`src/sv/oifq_pkg.sv`:
```
// Shared types and constants for the ordered-insert FIFO queue.
// No dependencies; every other file of the block refers to it by scoped names.

package oifq_pkg;

    // default number of entries the queue holds
    localparam int QUEUE_DEPTH_DEF = 64;

    // width of the reported occupancy field
    localparam int OCC_W = 7;

    // key / data word width
    localparam int WORD_W = 32;

    // operation codes carried in the action field
    typedef enum logic [1:0] {
        ACT_APPEND = 2'd0,
        ACT_REMOVE = 2'd1,
        ACT_INSERT = 2'd2,
        ACT_ROTATE = 2'd3
    } act_t;

    // result status codes
    typedef enum logic [1:0] {
        STAT_DONE  = 2'd0,
        STAT_EMPTY = 2'd1,
        STAT_FULL  = 2'd2
    } status_t;

    // one stored entry: ordering key plus two data words
    typedef struct packed {
        logic signed [WORD_W-1:0] key;
        logic signed [WORD_W-1:0] a;
        logic signed [WORD_W-1:0] b;
    } entry_t;

    // controller states
    typedef enum logic [3:0] {
        S_IDLE,
        S_DECODE,
        S_REM_TAKE,
        S_INS_CHK,
        S_SCAN_RD,
        S_SCAN_CHK,
        S_SHIFT_RD,
        S_SHIFT_WR,
        S_PLACE,
        S_ROT_WR,
        S_RES_RD,
        S_RES_TAKE,
        S_DONE
    } state_t;

    // commands from controller to datapath
    typedef struct packed {
        logic in_ready;       // input channel may hand over an item
        logic rd_head;        // read entry at head slot
        logic rd_next;        // read entry after scan pointer, advance pointer
        logic rd_prev;        // read entry before shift destination
        logic wr_tail_item;   // write item at tail, count up
        logic wr_front_item;  // write item before head, move head back, count up
        logic scan_init;      // start scan from head entry just read
        logic scan_adv;       // remember entry just read as previous key
        logic shift_init_hit; // insert position is the entry just read
        logic shift_init_end; // insert position is the tail
        logic shift_wr;       // move entry just read one slot back
        logic place;          // write item at shift destination, count up
        logic rot_wr;         // copy head entry to tail, advance head
        logic pop;            // take entry just read as result, advance head, count down
        logic take_shown;     // take entry just read as result
        logic clear_shown;    // result words are zero
        logic set_empty;      // status: queue empty
        logic set_full;       // status: queue full
        logic load_out;       // move result into output register
    } cmd_t;

    // status from datapath to controller
    typedef struct packed {
        logic in_valid;
        act_t action;
        logic empty;
        logic full;
        logic multi;
        logic head_le;
        logic hit;
        logic scan_last;
        logic shift_done;
        logic out_free;
    } stat_t;

endpackage

```
`src/sv/oifq_ctrl.sv`:
```
// Sequencer of the ordered-insert FIFO queue: one state machine that steps
// the datapath through each operation. Uses oifq_pkg (state, command, status types).

module oifq_ctrl (
    input  logic             clk,
    input  logic             rst_n,
    input  oifq_pkg::stat_t  st,
    output oifq_pkg::cmd_t   cmd
);

    oifq_pkg::state_t state_reg;
    oifq_pkg::state_t state_next;

    // state register
    always_ff @(posedge clk or negedge rst_n)
    begin
        if (!rst_n)
        begin
            state_reg <= oifq_pkg::S_IDLE;
        end
        else
        begin
            state_reg <= state_next;
        end
    end

    // next state and commands
    always_comb
    begin
        state_next = state_reg;
        cmd        = '0;
        case (state_reg)
            oifq_pkg::S_IDLE:
            begin
                cmd.in_ready = 1'b1;
                if (st.in_valid)
                begin
                    state_next = oifq_pkg::S_DECODE;
                end
            end

            oifq_pkg::S_DECODE:
            begin
                case (st.action)
                    oifq_pkg::ACT_APPEND:
                    begin
                        if (st.full)
                        begin
                            cmd.set_full = 1'b1;
                        end
                        else
                        begin
                            cmd.wr_tail_item = 1'b1;
                        end
                        state_next = oifq_pkg::S_RES_RD;
                    end
                    oifq_pkg::ACT_REMOVE:
                    begin
                        if (st.empty)
                        begin
                            cmd.set_empty   = 1'b1;
                            cmd.clear_shown = 1'b1;
                            state_next      = oifq_pkg::S_DONE;
                        end
                        else
                        begin
                            cmd.rd_head = 1'b1;
                            state_next  = oifq_pkg::S_REM_TAKE;
                        end
                    end
                    oifq_pkg::ACT_INSERT:
                    begin
                        if (st.full)
                        begin
                            cmd.set_full = 1'b1;
                            state_next   = oifq_pkg::S_RES_RD;
                        end
                        else if (st.empty)
                        begin
                            cmd.wr_front_item = 1'b1;
                            state_next        = oifq_pkg::S_RES_RD;
                        end
                        else
                        begin
                            cmd.rd_head = 1'b1;
                            state_next  = oifq_pkg::S_INS_CHK;
                        end
                    end
                    oifq_pkg::ACT_ROTATE:
                    begin
                        if (st.multi)
                        begin
                            cmd.rd_head = 1'b1;
                            state_next  = oifq_pkg::S_ROT_WR;
                        end
                        else
                        begin
                            state_next = oifq_pkg::S_RES_RD;
                        end
                    end
                    default:
                    begin
                        state_next = oifq_pkg::S_RES_RD;
                    end
                endcase
            end

            oifq_pkg::S_REM_TAKE:
            begin
                cmd.pop    = 1'b1;
                state_next = oifq_pkg::S_DONE;
            end

            // head entry is in the read register
            oifq_pkg::S_INS_CHK:
            begin
                if (!st.head_le)
                begin
                    cmd.wr_front_item = 1'b1;
                    state_next        = oifq_pkg::S_RES_RD;
                end
                else
                begin
                    cmd.scan_init = 1'b1;
                    if (st.multi)
                    begin
                        state_next = oifq_pkg::S_SCAN_RD;
                    end
                    else
                    begin
                        cmd.shift_init_end = 1'b1;
                        state_next         = oifq_pkg::S_SHIFT_RD;
                    end
                end
            end

            oifq_pkg::S_SCAN_RD:
            begin
                cmd.rd_next = 1'b1;
                state_next  = oifq_pkg::S_SCAN_CHK;
            end

            oifq_pkg::S_SCAN_CHK:
            begin
                if (st.hit)
                begin
                    cmd.shift_init_hit = 1'b1;
                    state_next         = oifq_pkg::S_SHIFT_RD;
                end
                else
                begin
                    cmd.scan_adv = 1'b1;
                    if (st.scan_last)
                    begin
                        cmd.shift_init_end = 1'b1;
                        state_next         = oifq_pkg::S_SHIFT_RD;
                    end
                    else
                    begin
                        state_next = oifq_pkg::S_SCAN_RD;
                    end
                end
            end

            oifq_pkg::S_SHIFT_RD:
            begin
                if (st.shift_done)
                begin
                    state_next = oifq_pkg::S_PLACE;
                end
                else
                begin
                    cmd.rd_prev = 1'b1;
                    state_next  = oifq_pkg::S_SHIFT_WR;
                end
            end

            oifq_pkg::S_SHIFT_WR:
            begin
                cmd.shift_wr = 1'b1;
                state_next   = oifq_pkg::S_SHIFT_RD;
            end

            oifq_pkg::S_PLACE:
            begin
                cmd.place  = 1'b1;
                state_next = oifq_pkg::S_RES_RD;
            end

            oifq_pkg::S_ROT_WR:
            begin
                cmd.rot_wr = 1'b1;
                state_next = oifq_pkg::S_RES_RD;
            end

            // fetch the head after the operation
            oifq_pkg::S_RES_RD:
            begin
                if (st.empty)
                begin
                    cmd.clear_shown = 1'b1;
                    state_next      = oifq_pkg::S_DONE;
                end
                else
                begin
                    cmd.rd_head = 1'b1;
                    state_next  = oifq_pkg::S_RES_TAKE;
                end
            end

            oifq_pkg::S_RES_TAKE:
            begin
                cmd.take_shown = 1'b1;
                state_next     = oifq_pkg::S_DONE;
            end

            oifq_pkg::S_DONE:
            begin
                if (st.out_free)
                begin
                    cmd.load_out = 1'b1;
                    state_next   = oifq_pkg::S_IDLE;
                end
            end

            default:
            begin
                state_next = oifq_pkg::S_IDLE;
            end
        endcase
    end

endmodule

```
`config.mk`:
```
export PLATFORM = sky130hd
export DESIGN_NAME = oifq_ctrl
export DESIGN_NICKNAME = d
export VERILOG_FILES = /design/src/sv/oifq_pkg.sv /design/src/sv/oifq_ctrl.sv
export SDC_FILE = /design/constraint.sdc
export NUM_CORES = 1
export LEC_CHECK = 0
export ABC_AREA = 1
export BUFFER_PORTS_ARGS = -buffer_cell sky130_fd_sc_hd__buf_4
export CAP_MARGIN = 5
export CORE_MARGIN = 8
export CORE_UTILIZATION = 26
export DETAILED_ROUTE_END_ITERATION = 10
export SETUP_SLACK_MARGIN = 0.2
export SLEW_MARGIN = 20
export SYNTH_ARGS = -nofsm -noshare
export SYNTH_HDL_FRONTEND = slang
export SYNTH_SLANG_ARGS = --single-unit
```
`constraint.sdc`:
```
create_clock -name clk -period 1.3 [get_ports clk]
set_input_delay 0.065 -clock clk [delete_from_list [all_inputs] [get_ports clk]]
set_output_delay 0.065 -clock clk [all_outputs]
set_load 0.05 [all_outputs]
```
==> impl_metrics.py <==
metrics = {
    "clock_tree": {
        "cts_root_buffer": "clkbuf_4",
        "htreeDepth": 1,
        "clk_path_buf_depth": 2,
        "insertion_delay_ns": 0.24,
        "cts_tree": "yes",
        "path_clk_slew_ns": 0.04,
        "cts_made_buffers": 3,
        "cts.sinks": 4,
    },
    "job": {
        "maxCapViolCount": 0,
    },
    "route": {
        "dr.first_iter.drc_count": 11,
        "viasPerCell": 4.71,
        "ant_nets": 0,
        "drc": 0,
        "drt-wirelength-per-cell_um": 12.5,
        "route.vias.total": 858,
        "first_pass_iters": 4,
        "routed_wl_um": 2280,
    },
    "cells_and_area": {
        "final_core_util_pct": 66.1,
        "antenna_cells": 0,
        "area_delta_synth_final_pct": 142,
        "post-route-cell-area_sq_mm": 0.00130,
        "final_common_cell": "buf_4",
        "most-common-layout-cells": "26 x buf_4, 16 x nand2_1, 14 x buf_6, 13 x inv_1",
        "largest_register_ff_count": 4,
        "drive_gt1_share_pct": 63.2,
        "layout.nets": 169,
    },
    "grt": {
        "antenna_found_initial": 0,
        "grt_max_degree": 7,
        "grt_use_total_pct": 13.5,
        "grt_pass1_vias": 896,
        "grt_pass1_wl_um": 3820,
        "grt_remaining_overflow": 0,
    },
    "logic_synthesis": {
        "syn_area_sq_um": 537,
        "synth_area_per_cell_sq_um": 5.26,
        "synthFlopType": "dfrtp_1",
        "synth_edf_count": 0,
        "syn_nets": 115,
        "synth_seq_cells": 4,
        "ys_seq_area_share_pct": 18.6,
        "synthCells": 102,
        "ys_warn_count": 0,
        "async_flop_share_pct": 100,
        "synth_cell_types": 16,
    },
    "sta": {
        "finalWorstSetupSlack_ns": -0.227,
        "worstMarginPinSlew_ns": 0.326,
        "hold_ws_ns": 0.156,
        "hold_viol_final": 0,
        "finalClockSkew_ns": 0.00660,
        "period_needed_ns": 1.53,
        "slew_headroom_pct": 78.2,
        "rsz0062_at_grt": "yes",
        "maxSlewViolCount": 0,
        "fin_crit_sh_pct": 117,
        "fmax_mhz": 655,
        "setup_viol_count_final": 21,
    },
    "floorplanning": {
        "start_util_pct": 27.4,
        "rows": 16,
        "die_w_um": 61.4,
        "coreArea_sq_mm": 0.00196,
        "ioPinCount": 32,
        "dieArea_sq_mm": 0.00377,
        "die_h_um": 61.4,
    },
    "worst_hold_path": {
        "min_path_type": "primary input to asynchronous set/reset pin",
    },
    "status": {
        "status": "finished, violations left",
        "violations": "negative setup slack",
    },
    "critical_path": {
        "reg2reg_depth": 9,
        "cp-start-kind": "flip-flop",
        "worstPathMaxFanout": 5,
        "critPathKind": "flip-flop to output port",
        "cp_data_required_time_ns": 1.24,
        "arrival_ns": 1.46,
        "critPathCaptureType": "output port",
    },
    "power": {
        "vdd_drop_max_v": 0.00114,
        "p_leak_uw": 0.000678,
        "power_density_mw_per_mm2": 1910,
    },
    "placement": {
        "dp.final_hpwl_um": 1710,
        "dpl_cell_area_sq_um": 975,
        "place.gp.congestion": 0.814,
        "numPortBuffers": 31,
    },
}
## cell usage after synthesis, types with 2 or more instances
library cell | number | area, sq um
nand2_1 | 27 | 101
inv_1 | 18 | 67.6
nor2_1 | 18 | 67.6
nand3_1 | 9 | 45.0
nor2_2 | 6 | 37.5
inv_2 | 5 | 18.8
o21ai_0 | 5 | 25.0
dfrtp_1 | 4 | 100
nand4_1 | 2 | 12.5
nor4_1 | 2 | 12.5
## through the flow
step	worst slack [ns]	TNS, ns	power (uW)	instances
5_1_grt	-0.301	-4.67	2660	182
2_1_floorplan	-0.290	-0.555	1340	102
3_5_place_dp	-0.00977	-0.0161	1770	165
6_report	-0.227	-2.91	2480	182
4_1_cts	-0.193	-2.47	2330	179
3_3_place_gp	-0.0157	-0.0157	1760	165
## final timing paths
kind,startpoint,to,slack (ns)
max in group asynchronous,rst_n,state_reg[0],1.02
hold reg to reg,state_reg[3],state_reg[2],0.74
setup reg to reg,state_reg[2],state_reg[0],-0.14
setup / recovery,state_reg[2],cmd[3],-0.23
hold / removal,rst_n,state_reg[3],0.16
min in group clk,st[1],state_reg[3],0.16
## critical path, stage by stage (launching register included)
cell     delay (ns)
dfrtp_2        0.47
nor2_4         0.18
inv_4          0.08
nor2_4         0.17
nand2_4        0.09
nand2_4        0.08
buf_8          0.14
## power by group
| part | internal, uW | switching, uW |
|---|---|---|
| combinational | 772 | 1200 |
| clock | 116 | 60.7 |
| sequential | 197 | 132 |
## layer usage
| metal | GRT usage [%] | wire (um) | vias up |
|---|---|---|---|
| met2 | 23.3 | 1190 | 38 |
| met4 | 8.77 | 65 | 0 |
| met1 | 14.2 | 812 | 388 |
| met3 | 3.55 | 209 | 8 |
| met5 | 0 | 0 | - |
| li1 | - | - | 424 |
## cell families after synthesis
family	after synthesis	share of synthesized area, %
AO/OA/AOI/OAI	6	5.59
buffers and inverters	23	16.1
flip-flops	4	18.6
AND/OR/NAND/NOR	69	59.7
## layout make-up
| type | count | area [sq um] |
|---|---|---|
| clock buffers | 4 | 26.3 |
| fillers | 174 | 664 |
| inverters | 23 | 100 |
| multi-input cells | 75 | 551 |
| flip-flops and latches | 4 | 104 |
| well taps | 27 | 33.8 |
| repair buffers | 49 | 483 |
## repair_timing
item	in CTS	in global routing
endpoints found under the hold margin	4	0
buffers inserted	9	3
resized for setup	43	12
hold buffers	1	0
setup endpoints to repair	23	23
pin swaps	3	1
Note: power is estimated with default switching activity, not from simulation.
